### src/sv/can_over_uart_frame_receiver_macros.svh
// ----------------------------------------------------------------------------
// CAN-over-UART receiver assertion macros
// Shorthand for clocked, reset-gated property checks.
// ----------------------------------------------------------------------------
`ifndef CAN_OVER_UART_FRAME_RECEIVER_MACROS_SVH
`define CAN_OVER_UART_FRAME_RECEIVER_MACROS_SVH

// same-cycle implication
`define COUR_ASSERT_NOW(name, ck, rs, ante, cons, msg) \
  name: assert property (@(posedge ck) disable iff (rs) (ante) |-> (cons)) \
    else $error(msg);

// next-cycle implication
`define COUR_ASSERT_NEXT(name, ck, rs, ante, cons, msg) \
  name: assert property (@(posedge ck) disable iff (rs) (ante) |=> (cons)) \
    else $error(msg);

`endif

### src/sv/cour_pkg.sv
`timescale 1ns / 1ps
// ----------------------------------------------------------------------------
// cour_pkg
// Shared types and constants of the CAN-over-UART frame receiver.
// ----------------------------------------------------------------------------
package cour_pkg;

  localparam int ID_W      = 29;
  localparam int DLC_W     = 4;
  localparam int PAY_BYTES = 8;
  localparam int PAY_W     = PAY_BYTES * 8;

  localparam logic [7:0]  START_BYTE = 8'hAA;
  localparam logic [7:0]  END_BYTE   = 8'h55;
  localparam logic [7:0]  EXT_FLAG   = 8'h80;
  localparam logic [7:0]  EXT_MASK   = 8'h1F;
  localparam logic [7:0]  STD_MASK   = 8'h07;
  localparam logic [15:0] CRC_INIT   = 16'hFFFF;
  localparam logic [15:0] CRC_POLY   = 16'hA001;
  localparam logic [15:0] TMO_RESET  = 16'd1000;

  typedef enum logic [1:0] {
    ST_OK,
    ST_CRC,
    ST_FRAME,
    ST_TIMEOUT
  } status_t;

  typedef struct packed {
    status_t            status;
    logic               extended;
    logic [ID_W-1:0]    msg_id;
    logic [DLC_W-1:0]   data_len;
    logic [PAY_W-1:0]   payload;
  } res_t;

  typedef struct packed {
    logic       init;
    logic       load;
    logic [7:0] din;
  } crc_ctl_t;

endpackage

### src/sv/cour_crc.sv
`timescale 1ns / 1ps
// ----------------------------------------------------------------------------
// cour_crc
// Bit-serial CRC-16 (reflected 0xA001), one bit per cycle from a byte shifter.
// ----------------------------------------------------------------------------
module cour_crc import cour_pkg::*; (
  input  logic          clk,
  input  logic          rst,
  input  crc_ctl_t      ctl,
  output logic          busy,
  output logic [15:0]   crc
);

  logic [7:0]  sh;
  logic [3:0]  bits;
  logic        fb;
  logic [15:0] crc_next;

  assign fb       = crc[0] ^ sh[0];
  assign crc_next = {1'b0, crc[15:1]} ^ (fb ? CRC_POLY : 16'h0000);
  assign busy     = (bits != 4'd0) || ctl.load;

  always_ff @(posedge clk) begin
    if (rst) begin
      bits <= 4'd0;
    end else if (ctl.init) begin
      crc  <= CRC_INIT;
      bits <= 4'd0;
    end else if (ctl.load) begin
      sh   <= ctl.din;
      bits <= 4'd8;
    end else if (bits != 4'd0) begin
      crc  <= crc_next;
      sh   <= {1'b0, sh[7:1]};
      bits <= bits - 4'd1;
    end
  end

endmodule

### src/sv/cour_frame_dec.sv
`timescale 1ns / 1ps
// ----------------------------------------------------------------------------
// cour_frame_dec
// Frame store and decode sequencer: walks the stored bytes one per step,
// builds ID, DLC and payload, and feeds the serial CRC unit.
// ----------------------------------------------------------------------------
module cour_frame_dec import cour_pkg::*; #(
  parameter int FRAME_BYTES = 16,
  parameter int MAX_PAYLOAD = 8
) (
  input  logic                           clk,
  input  logic                           rst,
  input  logic                           wr_en,
  input  logic [$clog2(FRAME_BYTES)-1:0] wr_addr,
  input  logic [7:0]                     wr_data,
  input  logic                           start,
  input  logic [$clog2(FRAME_BYTES)-1:0] end_idx,
  output logic                           busy,
  output logic                           done,
  output res_t                           res
);

  localparam int AW = $clog2(FRAME_BYTES);
  localparam int CW = AW + 1;
  localparam logic [CW-1:0] POS_STD = CW'(3);
  localparam logic [CW-1:0] POS_EXT = CW'(5);

  typedef enum logic [2:0] {
    S_IDLE,
    S_FETCH,
    S_USE,
    S_PRE,
    S_CHECK
  } state_t;

  logic [7:0]       store [FRAME_BYTES];
  logic [7:0]       rdata;
  state_t           state;
  logic [AW-1:0]    addr;
  logic [AW-1:0]    e_idx;
  logic             ext;
  logic [1:0]       pre_cnt;
  logic [CW-1:0]    pos;
  logic [CW-1:0]    dend;
  logic [ID_W-1:0]  id;
  logic [DLC_W-1:0] dlc;
  logic [PAY_W-1:0] pay;
  logic [2:0]       di;
  logic [7:0]       rx_hi;
  logic [7:0]       rx_lo;
  crc_ctl_t         crc_ctl;
  logic             crc_busy;
  logic [15:0]      crc;

  logic [CW-1:0]    addr_x;
  logic [CW-1:0]    e_x;
  logic [CW-1:0]    pos_new;
  logic [3:0]       n_new;
  logic [CW-1:0]    need;
  logic [7:0]       hdr_masked;

  always_ff @(posedge clk) begin
    if (wr_en) begin
      store[wr_addr] <= wr_data;
    end
    rdata <= store[addr];
  end

  assign busy       = (state != S_IDLE);
  assign addr_x     = {1'b0, addr};
  assign e_x        = {1'b0, e_idx};
  assign pos_new    = rdata[7] ? POS_EXT : POS_STD;
  assign n_new      = (rdata[3:0] < 4'(MAX_PAYLOAD)) ? rdata[3:0] : 4'(MAX_PAYLOAD);
  assign need       = pos + CW'(n_new) + CW'(3);
  assign hdr_masked = ext ? (rdata & EXT_MASK) : (rdata & STD_MASK);

  cour_crc u_crc (
    .clk  (clk),
    .rst  (rst),
    .ctl  (crc_ctl),
    .busy (crc_busy),
    .crc  (crc)
  );

  always_ff @(posedge clk) begin
    if (rst) begin
      state   <= S_IDLE;
      done    <= 1'b0;
      crc_ctl <= '0;
    end else begin
      done         <= 1'b0;
      crc_ctl.load <= 1'b0;
      crc_ctl.init <= 1'b0;
      unique case (state)
        S_IDLE: begin
          if (start) begin
            addr         <= AW'(1);
            e_idx        <= end_idx;
            id           <= '0;
            pay          <= '0;
            di           <= 3'd0;
            crc_ctl.init <= 1'b1;
            state        <= S_FETCH;
          end
        end
        S_FETCH: begin
          state <= S_USE;
        end
        S_USE: begin
          if (addr == AW'(1)) begin
            ext     <= rdata[7];
            pos     <= pos_new;
            pre_cnt <= rdata[7] ? 2'd1 : 2'd3;
            if (pos_new >= e_x) begin
              done  <= 1'b1;
              res   <= '{status: ST_FRAME, default: '0};
              state <= S_IDLE;
            end else begin
              state <= S_PRE;
            end
          end else if (!crc_busy) begin
            priority if (addr_x < pos) begin
              crc_ctl.load <= 1'b1;
              crc_ctl.din  <= rdata;
              id           <= {id[ID_W-9:0], rdata};
              addr         <= addr + AW'(1);
              state        <= S_FETCH;
            end else if (addr_x == pos) begin
              dlc <= rdata[3:0];
              if (need > e_x) begin
                done  <= 1'b1;
                res   <= '{status: ST_FRAME, default: '0};
                state <= S_IDLE;
              end else begin
                crc_ctl.load <= 1'b1;
                crc_ctl.din  <= {4'h0, rdata[3:0]};
                dend         <= pos + CW'(n_new);
                addr         <= addr + AW'(1);
                state        <= S_FETCH;
              end
            end else if (addr_x <= dend) begin
              crc_ctl.load       <= 1'b1;
              crc_ctl.din        <= rdata;
              pay[{di, 3'b000} +: 8] <= rdata;
              di                 <= di + 3'd1;
              addr               <= addr + AW'(1);
              state              <= S_FETCH;
            end else if (addr_x == dend + CW'(1)) begin
              rx_hi <= rdata;
              addr  <= addr + AW'(1);
              state <= S_FETCH;
            end else begin
              rx_lo <= rdata;
              state <= S_CHECK;
            end
          end
        end
        S_PRE: begin
          if (!crc_busy) begin
            crc_ctl.load <= 1'b1;
            if (pre_cnt != 2'd0) begin
              // flag byte for an extended ID, zero high ID bytes for a standard ID
              crc_ctl.din <= ext ? EXT_FLAG : 8'h00;
              pre_cnt     <= pre_cnt - 2'd1;
            end else begin
              crc_ctl.din <= hdr_masked;
              id          <= ID_W'(hdr_masked);
              addr        <= addr + AW'(1);
              state       <= S_FETCH;
            end
          end
        end
        S_CHECK: begin
          if (!crc_busy) begin
            done         <= 1'b1;
            res.status   <= (crc == {rx_hi, rx_lo}) ? ST_OK : ST_CRC;
            res.extended <= ext;
            res.msg_id   <= id;
            res.data_len <= dlc;
            res.payload  <= pay;
            state        <= S_IDLE;
          end
        end
        default: state <= S_IDLE;
      endcase
    end
  end

endmodule

### src/sv/can_over_uart_frame_receiver.sv
`timescale 1ns / 1ps
// ----------------------------------------------------------------------------
// can_over_uart_frame_receiver
// Hunts for 0xAA, collects a frame up to 0x55 or a full store, then decodes
// ID, DLC and data and checks a CRC-16; also times out on ticks.
//
//   channel | direction | handshake           | payload
//   in      | input     | in_valid/in_ready   | req_type, rx_byte
//   out     | output    | out_valid/out_ready | status, extended, msg_id,
//           |           |                     | data_len, payload
//   cfg     | input     | cfg_valid/cfg_ready | cfg_data (timeout_limit)
//
// Ticks and bytes are taken whenever in_ready is high; timeout and store-full
// results appear the cycle after the transfer.
// After an end byte the decoder feeds every CRC byte through the bit-serial
// CRC unit; the longest frame has 14 CRC bytes (standard ID with 8 data
// bytes; an extended ID fits at most 7 data bytes, giving 13).
// in_ready is low from the end byte until the result is out.
// A waiting result does not block input if it is taken in the same cycle.
// Reset is synchronous; cfg_ready is always high.
// ----------------------------------------------------------------------------
`include "can_over_uart_frame_receiver_macros.svh"

module can_over_uart_frame_receiver import cour_pkg::*; #(
  parameter int FRAME_BYTES = 16,
  parameter int MAX_PAYLOAD = 8
) (
  input  logic              clk,
  input  logic              rst,
  input  logic              in_valid,
  output logic              in_ready,
  input  logic              req_type,
  input  logic [7:0]        rx_byte,
  output logic              out_valid,
  input  logic              out_ready,
  output logic [1:0]        status,
  output logic              extended,
  output logic [ID_W-1:0]   msg_id,
  output logic [DLC_W-1:0]  data_len,
  output logic [PAY_W-1:0]  payload,
  input  logic              cfg_valid,
  output logic              cfg_ready,
  input  logic [15:0]       cfg_data
);

  localparam int AW = $clog2(FRAME_BYTES);

  logic [15:0]   timeout_limit;
  logic          collecting;
  logic [AW-1:0] byte_count;
  logic [15:0]   wait_count;
  res_t          out_res;

  logic          accept;
  logic          is_start;
  logic          count_evt;
  logic          store_evt;
  logic          last;
  logic          frame_bad;
  logic [16:0]   wait_inc;
  logic          tmo;
  logic          frm;
  logic          dec_start;
  logic          dec_busy;
  logic          dec_done;
  res_t          dec_res;
  logic [AW-1:0] wr_addr;

  assign cfg_ready = 1'b1;
  assign in_ready  = !dec_busy && !dec_done && (!out_valid || out_ready);
  assign accept    = in_valid && in_ready;
  assign is_start  = !req_type && (rx_byte == START_BYTE);
  assign count_evt = accept && (collecting ? req_type : !is_start);
  assign store_evt = accept && !req_type && (collecting || is_start);
  assign last      = accept && collecting && !req_type &&
                     ((rx_byte == END_BYTE) || (byte_count == AW'(FRAME_BYTES - 1)));
  assign frame_bad = (rx_byte != END_BYTE);
  assign wait_inc  = {1'b0, wait_count} + 17'd1;
  assign tmo       = count_evt && (wait_inc >= {1'b0, timeout_limit});
  assign frm       = last && frame_bad;
  assign dec_start = last && !frame_bad;
  assign wr_addr   = collecting ? byte_count : '0;

  cour_frame_dec #(
    .FRAME_BYTES (FRAME_BYTES),
    .MAX_PAYLOAD (MAX_PAYLOAD)
  ) u_dec (
    .clk     (clk),
    .rst     (rst),
    .wr_en   (store_evt),
    .wr_addr (wr_addr),
    .wr_data (rx_byte),
    .start   (dec_start),
    .end_idx (byte_count),
    .busy    (dec_busy),
    .done    (dec_done),
    .res     (dec_res)
  );

  always_ff @(posedge clk) begin
    if (rst) begin
      timeout_limit <= TMO_RESET;
      collecting    <= 1'b0;
      byte_count    <= '0;
      wait_count    <= 16'd0;
      out_valid     <= 1'b0;
    end else begin
      if (cfg_valid && cfg_ready) begin
        timeout_limit <= cfg_data;
      end
      if (tmo || frm || dec_done) begin
        out_valid <= 1'b1;
      end else if (out_ready) begin
        out_valid <= 1'b0;
      end
      if (accept) begin
        priority if (tmo || last) begin
          collecting <= 1'b0;
          byte_count <= '0;
          wait_count <= 16'd0;
        end else if (count_evt) begin
          wait_count <= wait_inc[15:0];
        end else if (store_evt) begin
          collecting <= 1'b1;
          byte_count <= collecting ? byte_count + AW'(1) : AW'(1);
        end else begin
          collecting <= collecting;
        end
      end
    end
  end

  always_ff @(posedge clk) begin
    if (tmo) begin
      out_res <= '{status: ST_TIMEOUT, default: '0};
    end else if (frm) begin
      out_res <= '{status: ST_FRAME, default: '0};
    end else if (dec_done) begin
      out_res <= dec_res;
    end
  end

  assign status   = out_res.status;
  assign extended = out_res.extended;
  assign msg_id   = out_res.msg_id;
  assign data_len = out_res.data_len;
  assign payload  = out_res.payload;

  `COUR_ASSERT_NOW(a_no_input_while_decoding, clk, rst, dec_busy, !in_ready, "input taken during decode")
  `COUR_ASSERT_NEXT(a_start_resets_collect, clk, rst, dec_start, dec_busy && !collecting && byte_count == '0, "decode start did not return to hunting")
  `COUR_ASSERT_NOW(a_timeout_fields_zero, clk, rst, out_valid && out_res.status == ST_TIMEOUT, out_res.msg_id == '0 && out_res.payload == '0 && !out_res.extended, "timeout result carries data")
  `COUR_ASSERT_NOW(a_frame_fields_zero, clk, rst, out_valid && out_res.status == ST_FRAME, out_res.msg_id == '0 && out_res.data_len == '0 && out_res.payload == '0, "framing result carries data")

endmodule
### config.mk
export PLATFORM = sky130hd
export DESIGN_NAME = can_over_uart_frame_receiver
export DESIGN_NICKNAME = d
export VERILOG_FILES = /design/src/sv/cour_pkg.sv /design/src/sv/cour_crc.sv /design/src/sv/cour_frame_dec.sv /design/src/sv/can_over_uart_frame_receiver.sv
export VERILOG_INCLUDE_DIRS = /design/src /design/src/sv
export SDC_FILE = /design/constraint.sdc
export NUM_CORES = 1
export LEC_CHECK = 0
export BUFFER_PORTS_ARGS = -buffer_cell sky130_fd_sc_hd__clkbuf_2
export CORE_MARGIN = 2
export CORE_UTILIZATION = 61
export CTS_CLUSTER_SIZE = 25
export DETAILED_ROUTE_END_ITERATION = 8
export PLACE_DENSITY = 0.8
export REMOVE_ABC_BUFFERS = 1
export SKIP_CTS_REPAIR_TIMING = 1
export SYNTH_ARGS = -nofsm -noshare
export SYNTH_HDL_FRONTEND = slang
export SYNTH_SLANG_ARGS = --single-unit
### constraint.sdc
create_clock -name clk -period 9.5 [get_ports clk]
set_input_delay 1.9 -clock clk [delete_from_list [all_inputs] [get_ports clk]]
set_output_delay 1.9 -clock clk [all_outputs]
set_load 0.02 [all_outputs]
==> results.yml, run 1 <==
critical_path:
  r2r-start: "u_dec.rdata[3]$_DFF_P_"
  required_ps: 9710
  cp-end-kind: "flop"
  worstPathArrival_ps: 5230
  startpoint_type: "flop"
  worstReg2RegEnd: "u_dec.res[96]$_SDFFCE_PP0P_"
  path_max_fanout: 86
  reg2regPathDepth: 13
  r2r_setup_slack_ps: 4480
  crit_path_end: "u_dec.res[96]$_SDFFCE_PP0P_"
  crit_start: "u_dec.rdata[3]$_DFF_P_"
  worstSetupPathType: "flop to flop"
sta:
  fmax_mhz: 199
  fin_crit_sh_pct: 52.9
  final.setup.tns_ps: 0
  slew_viol_final: 0
  grt_setup_unrepaired: "false"
  hold_ws_ps: 472
  worst_slew_pin_slew_ps: 1260
  hold_viol_final: 0
  relSlewSlack_pct: 15.1
  period_needed_ps: 5020
  fin_skew_ps: 25.9
  final-setup-viol-count: 0
die:
  io_pins: 133
  die_h_um: 201
  core-area_sq_mm: 0.0385
  initial_core_util_pct: 61.5
  die_w_um: 201
  die-area_sq_mm: 0.0403
  rows: 72
global_routing:
  grt_max_degree: 106
  grt.total_usage_pct: 23.9
  overflow: 0
  antenna_found_initial: 0
  grt_pass1_vias: 14300
  grt_pass1_wl_um: 76700
layout:
  fillers: 2678
  final_common_cell: "edfxtp_1"
  antennaDiodeCount: 0
  drive_above_1_share_pct: 20.9
  fin_nets: 1978
  final_cell_mix: "385 x edfxtp_1, 220 x nor2_1, 162 x dfxtp_1"
  areaGrowthSynthToFinish_pct: 11.5
pwr:
  leakage_nw: 10.2
  power_density_mw_per_mm2: 200
  vdd_ir_drop_max_mv: 0.144
placed_design:
  io_buffers: 131
  dp_hpwl_um: 28800
  gp_congestion: 0.877
synth:
  netlist_area_sq_mm: 0.0236
  yosysSeqAreaShare_pct: 62.8
  yosysWarnings: 0
  synth_edf_count: 385
  syn_inst: 1826
  synth_cell_types: 71
  synthArstFlopShare_pct: 0
  synth_flop_cell: "edfxtp_1"
  syn_area_per_cell_sq_um: 12.9
  yosys_register_bits: 549
clock_network:
  clock-root-buffer: "clkbuf_16"
  cts_max_level: 2
  clk_pin_slew_ps: 60
  cts_buffers: 53
  clockBufferDepth: 3
  cts_sinks: 549
  cts_tree: "yes"
  worst_skew_pair.late_latency_ps: 610
routing:
  viasPerCell: 5.87
  wl_per_cell_um: 19.2
  drtIter0Drc: 1229
  drt_pass1_iterations: 6
  routed_wl_um: 47300
  vias: 14500
  drc: 0
  detail-route-antenna-nets: 0
job:
  cap_violations: 0
status:
  status: "complete, no violations"
worst_hold_path:
  min_path_type: "flop to flop"
synth_stat cells (all sizes together), types with 12 or more instances:
master / instances / area share, %
o211ai: 109 / 5.4
nand2b: 108 / 2.9
nand3: 43 / 0.91
edfxtp: 385 / 49
buf: 38 / 1.0
mux4: 40 / 3.8
mux2i: 41 / 1.7
a22o: 13 / 0.48
and3: 103 / 2.7
ha: 42 / 2.2
and2: 34 / 0.90
inv: 43 / 0.68
nand2: 86 / 1.4
dfxtp: 164 / 14
nor2: 223 / 3.6
xor2: 12 / 0.44
xnor2: 33 / 1.2
a21oi: 55 / 1.2
or2: 17 / 0.45
clkbuf: 86 / 1.4
nor3: 22 / 0.49
routing by layer:
layer	vias to the layer above	share of wire, %	wire length [um]	global-route usage [%]
met2	528	49	23200	39.8
met5	-	0	0	0
met1	7019	42	19900	32.1
met3	93	6.3	3000	3.73
li1	6824	-	-	-
met4	0	2.5	1170	8.31
through the flow:
step / power, mW / cells / util (%) / setup slack [ps] / area [sq um]
final: 5.28 / 2466 / 68.5 / 4480 / 26400
after floorplan: 3.04 / 1702 / - / 365 / 23100
after CTS: 5.32 / 2466 / 68.5 / 4460 / 26400
after detailed placement: 3.18 / 2368 / 63.8 / 4490 / 24600
after global routing: 5.46 / 2466 / 68.5 / 4130 / 26400
after global placement: 3.16 / 2368 / 63.8 / 4620 / 24600
worst max-delay path, cell delays in order (launching register included):
cell and delay, ps:
dfxtp_1 870, nor2b_1 190, ha_1 380, a21o_1 170
a211o_1 300, and2_1 170, xnor2_1 130, ha_1 290
nand2_1 70, a21oi_1 130, o32ai_1 130, a31o_2 330
a21oi_4 470, buf_4 930
cell type report:
type	count	area, sq um	area share, %
Inverter	44	165	0.627
Tap cell	518	648	2.46
Timing Repair Buffer	148	783	2.97
Multi-Input combinational cell	1109	8110	30.8
Clock inverter	28	302	1.14
Sequential cell	549	14800	56.3
Clock buffer	70	1500	5.70
how the worst min path moves through the flow:
stage / to / start / depth (start not counted)
after CTS: u_dec.crc_ctl[7]$_SDFFE_PP0P_ / u_dec.crc_ctl[7]$_SDFFE_PP0P_ / 1
final: u_dec.crc_ctl[7]$_SDFFE_PP0P_ / u_dec.crc_ctl[7]$_SDFFE_PP0P_ / 1
after global routing: status[1]$_SDFFE_PP1P_ / u_dec.res[99]$_SDFFCE_PP1P_ / 2
after floorplan: u_dec.crc_ctl[7]$_SDFFE_PP0P_ / u_dec.crc_ctl[7]$_SDFFE_PP0P_ / 1
after global placement: u_dec.crc_ctl[7]$_SDFFE_PP0P_ / u_dec.crc_ctl[7]$_SDFFE_PP0P_ / 1
after detailed placement: u_dec.crc_ctl[7]$_SDFFE_PP0P_ / u_dec.crc_ctl[7]$_SDFFE_PP0P_ / 1
registers in the layout (all words and copies together) (netlist names), 16 cells and up:
register and count:
timeout_limit 16, wait_count 16, u_dec.u_crc.crc 16, u_dec.store 128, payload 64, u_dec.res 100
u_dec.id 29, msg_id 29, u_dec.pay 64
power by group:
part           leakage [nW]  switching [mW]  total [mW]  internal (mW)
sequential             5.05          0.0749        2.74           2.67
combinational          4.27           0.226       0.387          0.162
clock                 0.879           0.872        2.15           1.27
cells by family after synthesis:
logic type | count (synthesis) | share of synthesized area, %
fa+ha+maj | 43 | 2.31
simple gates | 690 | 15.0
flops | 549 | 62.8
buf+inv | 168 | 3.11
xor+xnor | 45 | 1.67
compound gates | 240 | 9.10
mux | 90 | 5.97
other cells | 1 | 0.0159
Power figures use the tool's default switching activity.
==> run 2: changes to the inputs <==
--- a/config.mk
+++ b/config.mk
@@ -8,10 +8,10 @@
 export LEC_CHECK = 0
 export BUFFER_PORTS_ARGS = -buffer_cell sky130_fd_sc_hd__clkbuf_2
 export CORE_MARGIN = 2
-export CORE_UTILIZATION = 61
+export CORE_UTILIZATION = 55
 export CTS_CLUSTER_SIZE = 25
 export DETAILED_ROUTE_END_ITERATION = 8
-export PLACE_DENSITY = 0.8
+export PLACE_DENSITY = 0.76
 export REMOVE_ABC_BUFFERS = 1
 export SKIP_CTS_REPAIR_TIMING = 1
 export SYNTH_ARGS = -nofsm -noshare
==> constraint.sdc (replaced) <==
create_clock -name clk -period 4.4 [get_ports clk]
set_input_delay 0.88 -clock clk [delete_from_list [all_inputs] [get_ports clk]]
set_output_delay 0.88 -clock clk [all_outputs]
set_load 0.02 [all_outputs]
==> results.yml, run 2 (synthesized netlist as in run 1, its figures left out) <==
critical_path:
  cp_num_buf_inv: 2
  crit_cells: 13
  startpoint_type: "flop"
  cpMaxStageDelayCell: "a21oi_4"
  worstSetupPathType: "flop to flop"
  r2r_setup_slack_ps: 430
  reg2regPathDepth: 13
  path_max_fanout: 28
  cp-end-kind: "flop"
  required_ps: 4700
  worstPathArrival_ps: 4260
  path_cells: "buf_4 > nor2b_1 > fa_1 > xor2_1 > o21ai_0 > xnor2_1 > ha_1 > nand2_1 > a21oi_1 > o32ai_1 > a31o_2 > a21oi_4 > buf_12"
  cp_top_family: "compound AO/OA/AOI/OAI gates"
  critPathMaxStageDelay_ps: 570
die:
  io_pins: 133
  die-area_sq_mm: 0.0447
  initial_core_util_pct: 56.0
  core-area_sq_mm: 0.0422
  die_h_um: 211
  rows: 75
  die_w_um: 211
global_routing:
  overflow: 0
  grt_pass1_vias: 14300
  grt.total_usage_pct: 21.9
  grt_pass1_wl_um: 77300
  antenna_found_initial: 0
  grt_max_degree: 103
placed_design:
  placed_area_sq_mm: 0.0248
  dp_hpwl_um: 29600
  gp_congestion: 0.877
  io_buffers: 131
  pre_cts_ws_ps: 450
sta:
  relSlewSlack_pct: 21.9
  period_needed_ps: 3970
  final-setup-viol-count: 0
  hold_viol_final: 0
  grt_setup_unrepaired: "false"
  fin_skew_ps: 18.7
  fmax_mhz: 252
  fin_crit_sh_pct: 90.1
  worst_slew_pin_slew_ps: 1160
  slew_viol_final: 0
  timing.final.ws_setup_ps: 435
pwr:
  power_density_mw_per_mm2: 432
  vdd_ir_drop_max_mv: 0.364
  leakage_nw: 10.4
  fin_total_pwr_mw: 11.5
routing:
  drc: 0
  drtIter0Drc: 1344
  routed_wl_um: 47700
  viasPerCell: 5.78
  detail-route-antenna-nets: 0
  drt_pass1_iterations: 5
  vias: 14500
  wl_per_cell_um: 19.0
layout:
  fin_nets: 1998
  final_common_cell: "edfxtp_1"
  areaGrowthSynthToFinish_pct: 12.9
  reg.largest.list: "u_dec.store x128, u_dec.res x100"
  largest_register_ffs: 128
  top_register: "u_dec.store"
  antennaDiodeCount: 0
  fin_area_sq_mm: 0.0267
  final_cell_mix: "385 x edfxtp_1, 220 x nor2_1, 162 x dfxtp_1"
  drive_above_1_share_pct: 22.1
clock_network:
  cts_buffers: 55
  cts_max_level: 2
  cts_sinks: 549
  clk_pin_slew_ps: 60
  worst_skew_pair.late_latency_ps: 610
  cts_tree: "yes"
  clock-root-buffer: "clkbuf_16"
  clockBufferDepth: 3
job:
  cap_violations: 0
worst_hold_path:
  min_path_type: "flop to flop"
  min_path_cells: 1
status:
  status: "complete, no violations"
==> run 2: metal layers <==
metal  global-route usage (%)  wire (um)  vias up
li1                         -          -     6888
met1                     30.7      21200     7121
met2                     35.3      22900      427
met3                     3.84       2650       82
met4                     6.19        958        0
met5                        0          0        -
==> run 2: final timing paths <==
kind,from,to
hold / removal,u_dec.crc_ctl[4]$_SDFFE_PP0P_,u_dec.crc_ctl[4]$_SDFFE_PP0P_
hold reg to reg,u_dec.crc_ctl[4]$_SDFFE_PP0P_,u_dec.crc_ctl[4]$_SDFFE_PP0P_
setup / recovery,u_dec.rdata[3]$_DFF_P_,u_dec.res[90]$_SDFFCE_PP0P_
setup reg to reg,u_dec.rdata[3]$_DFF_P_,u_dec.res[90]$_SDFFCE_PP0P_
==> run 2: area by class of cell <==
class | instances | area (sq um)
well taps | 539 | 674
flip-flops and latches | 549 | 14800
clock buffers | 72 | 1590
inverters | 44 | 165
multi-input cells | 1109 | 8110
clock inverters | 31 | 298
repair buffers | 166 | 1010
fillers | 3155 | 15500
==> run 2: report_power, final <==
group	internal, mW	switching, mW
clock	2.79	1.98
sequential	5.76	0.158
combinational	0.350	0.486
total	8.90	2.62
==> run 2: worst reg2reg max path, stage by stage (launching register included) <==
cell and delay, ps:
dfxtp_1 360, buf_4 260, nor2b_1 140, fa_1 430, xor2_1 310, o21ai_0 180, xnor2_1 160, ha_1 290
nand2_1 70, a21oi_1 120, o32ai_1 140, a31o_2 350, a21oi_4 570, buf_12 280
==> run 2: per-stage QoR <==
stage	setup TNS, ps	hold slack (ps)	util, %	std cells
after global routing	0	495	63.2	2510
after floorplan	-1477760	424	-	1702
after detailed placement	0	449	58.7	2407
after global placement	0	453	58.7	2407
final	0	463	63.2	2510
after CTS	0	469	63.2	2510
==> run 3: changes to the inputs <==
--- a/config.mk
+++ b/config.mk
@@ -6,7 +6,7 @@
 export SDC_FILE = /design/constraint.sdc
 export NUM_CORES = 1
 export LEC_CHECK = 0
-export BUFFER_PORTS_ARGS = -buffer_cell sky130_fd_sc_hd__clkbuf_2
+export BUFFER_PORTS_ARGS = -buffer_cell sky130_fd_sc_hd__buf_2
 export CORE_MARGIN = 2
 export CORE_UTILIZATION = 55
 export CTS_CLUSTER_SIZE = 25
==> results.yml, run 3 (synthesized netlist as in run 1, its figures left out) <==
placed_design:
  gp_congestion: 0.859
  dp_hpwl_um: 29400
  io_buffers: 131
  pre_cts_ws_ps: 657
  dp_cells: 2407
  placed_area_sq_mm: 0.0248
global_routing:
  grt_pass1_wl_um: 74900
  grt_pass1_vias: 14000
  overflow: 0
  grt.total_usage_pct: 21.4
  antenna_found_initial: 0
  grt_max_degree: 103
critical_path:
  path_max_fanout: 13
  reg2regPathDepth: 13
  worstSetupPathType: "flop to flop"
  worstPathArrival_ps: 4050
  startpoint_type: "flop"
  path_cells: "buf_4 > nor2b_1 > ha_1 > xor2_1 > o21ai_0 > xnor2_1 > ha_1 > nand2_1 > a21oi_1 > o32ai_1 > a31o_2 > nand3_1 > a21oi_1"
  cpMaxStageDelayCell: "dfxtp_1"
  critPathMaxStageDelay_ps: 480
  cp_num_buf_inv: 1
  cp-end-kind: "flop"
  cp_top_family: "compound AO/OA/AOI/OAI gates"
  required_ps: 4660
  crit_cells: 13
routing:
  wl_per_cell_um: 18.8
  routed_wl_um: 47100
  detail-route-antenna-nets: 0
  viasPerCell: 5.75
  drt_pass1_iterations: 5
  vias: 14400
  drtIter0Drc: 1420
  drc: 0
die:
  initial_core_util_pct: 56.0
  die_h_um: 211
  die_w_um: 211
  io_pins: 133
  core-area_sq_mm: 0.0422
  die-area_sq_mm: 0.0447
  rows: 75
layout:
  largest_register_ffs: 128
  top_register: "u_dec.store"
  fillers: 3178
  antennaDiodeCount: 0
  final_cell_mix: "385 x edfxtp_1, 220 x nor2_1, 162 x dfxtp_1"
  final_core_util_pct: 62.9
  reg.largest.list: "u_dec.store x128, u_dec.res x100"
  fin_nets: 1998
  fin_area_sq_mm: 0.0266
  stdcell_count: 2511
  drive_above_1_share_pct: 22.0
  final_common_cell: "edfxtp_1"
  areaGrowthSynthToFinish_pct: 12.4
sta:
  final-setup-viol-count: 0
  fin_skew_ps: 19.6
  relSlewSlack_pct: 18.3
  fmax_mhz: 264
  grt_setup_unrepaired: "false"
  final.setup.tns_ps: 0
  slew_viol_final: 0
  timing.final.ws_setup_ps: 615
  worst_slew_pin_slew_ps: 1220
  fin_crit_sh_pct: 86.0
  period_needed_ps: 3780
  hold_ws_ps: 483
  hold_viol_final: 0
clock_network:
  cts_buffers: 55
  worst_skew_pair.late_latency_ps: 610
  cts_tree: "yes"
  clockBufferDepth: 3
  cts_sinks: 549
  clock-root-buffer: "clkbuf_16"
  cts_max_level: 2
  clk_pin_slew_ps: 60
pwr:
  fin_total_pwr_mw: 11.4
  vdd_ir_drop_max_mv: 0.343
  power_density_mw_per_mm2: 428
  leakage_nw: 10.4
worst_hold_path:
  min_path_type: "flop to flop"
  min_path_cells: 2
job:
  cap_violations: 0
status:
  status: "complete, no violations"
run 3: changes by cell type in the layout (fill, tap and decap cells not counted), moves of 2 or more:
cell / before / now
buf_12: 7 / 4
buf_2: 0 / 131
buf_4: 28 / 31
clkbuf_1: 7 / 13
clkbuf_2: 131 / 0
clkinv_1: 6 / 3
clkinv_2: 14 / 17
clkinvlp_4: 2 / 0
inv_4: 0 / 2
inv_6: 2 / 0
run 3: path summary, 6_finish.rpt:
path	from	slack, ps	end
max	u_dec.rdata[3]$_DFF_P_	620	u_dec.addr[0]$_SDFFCE_PN1P_
min	u_dec.res[99]$_SDFFCE_PP1P_	480	status[1]$_SDFFE_PP1P_
max reg2reg	u_dec.rdata[3]$_DFF_P_	620	u_dec.addr[0]$_SDFFCE_PN1P_
min reg2reg	u_dec.res[99]$_SDFFCE_PP1P_	480	status[1]$_SDFFE_PP1P_
run 3: report_power, final:
part	switching [mW]	internal [mW]	total, mW
Combinational	0.480	0.352	0.832
Clock	1.94	2.70	4.63
Sequential	0.149	5.76	5.91
run 3: cell type report:
| class | count | area, sq um | share of cell area [%] |
|---|---|---|---|
| sequential | 549 | 14800 | 55.9 |
| clock buffer | 77 | 1580 | 5.95 |
| clock inverter | 27 | 233 | 0.876 |
| tap | 539 | 674 | 2.54 |
| multi-input combinational | 1109 | 8110 | 30.5 |
| inverter | 44 | 165 | 0.621 |
| timing repair buffer | 166 | 968 | 3.64 |
run 3: tightest hold or removal path: cells and delay by family (launching register included):
kind | cells | cell delay, ps
flip-flops | 1 | 330
AND/OR/NAND/NOR | 1 | 70
multiplexers | 1 | 70
run 3: routing by layer:
metal  GRT usage [%]  part of all wire (%)  up-vias  routed length, um
li1                -                     -     6856                  -
met1            29.5                    44     7051              20600
met2            34.8                    48      461              22500
met3            4.01                   6.4       77               3040
met4            6.22                   2.2        0               1020
met5               0                     0        -                  0
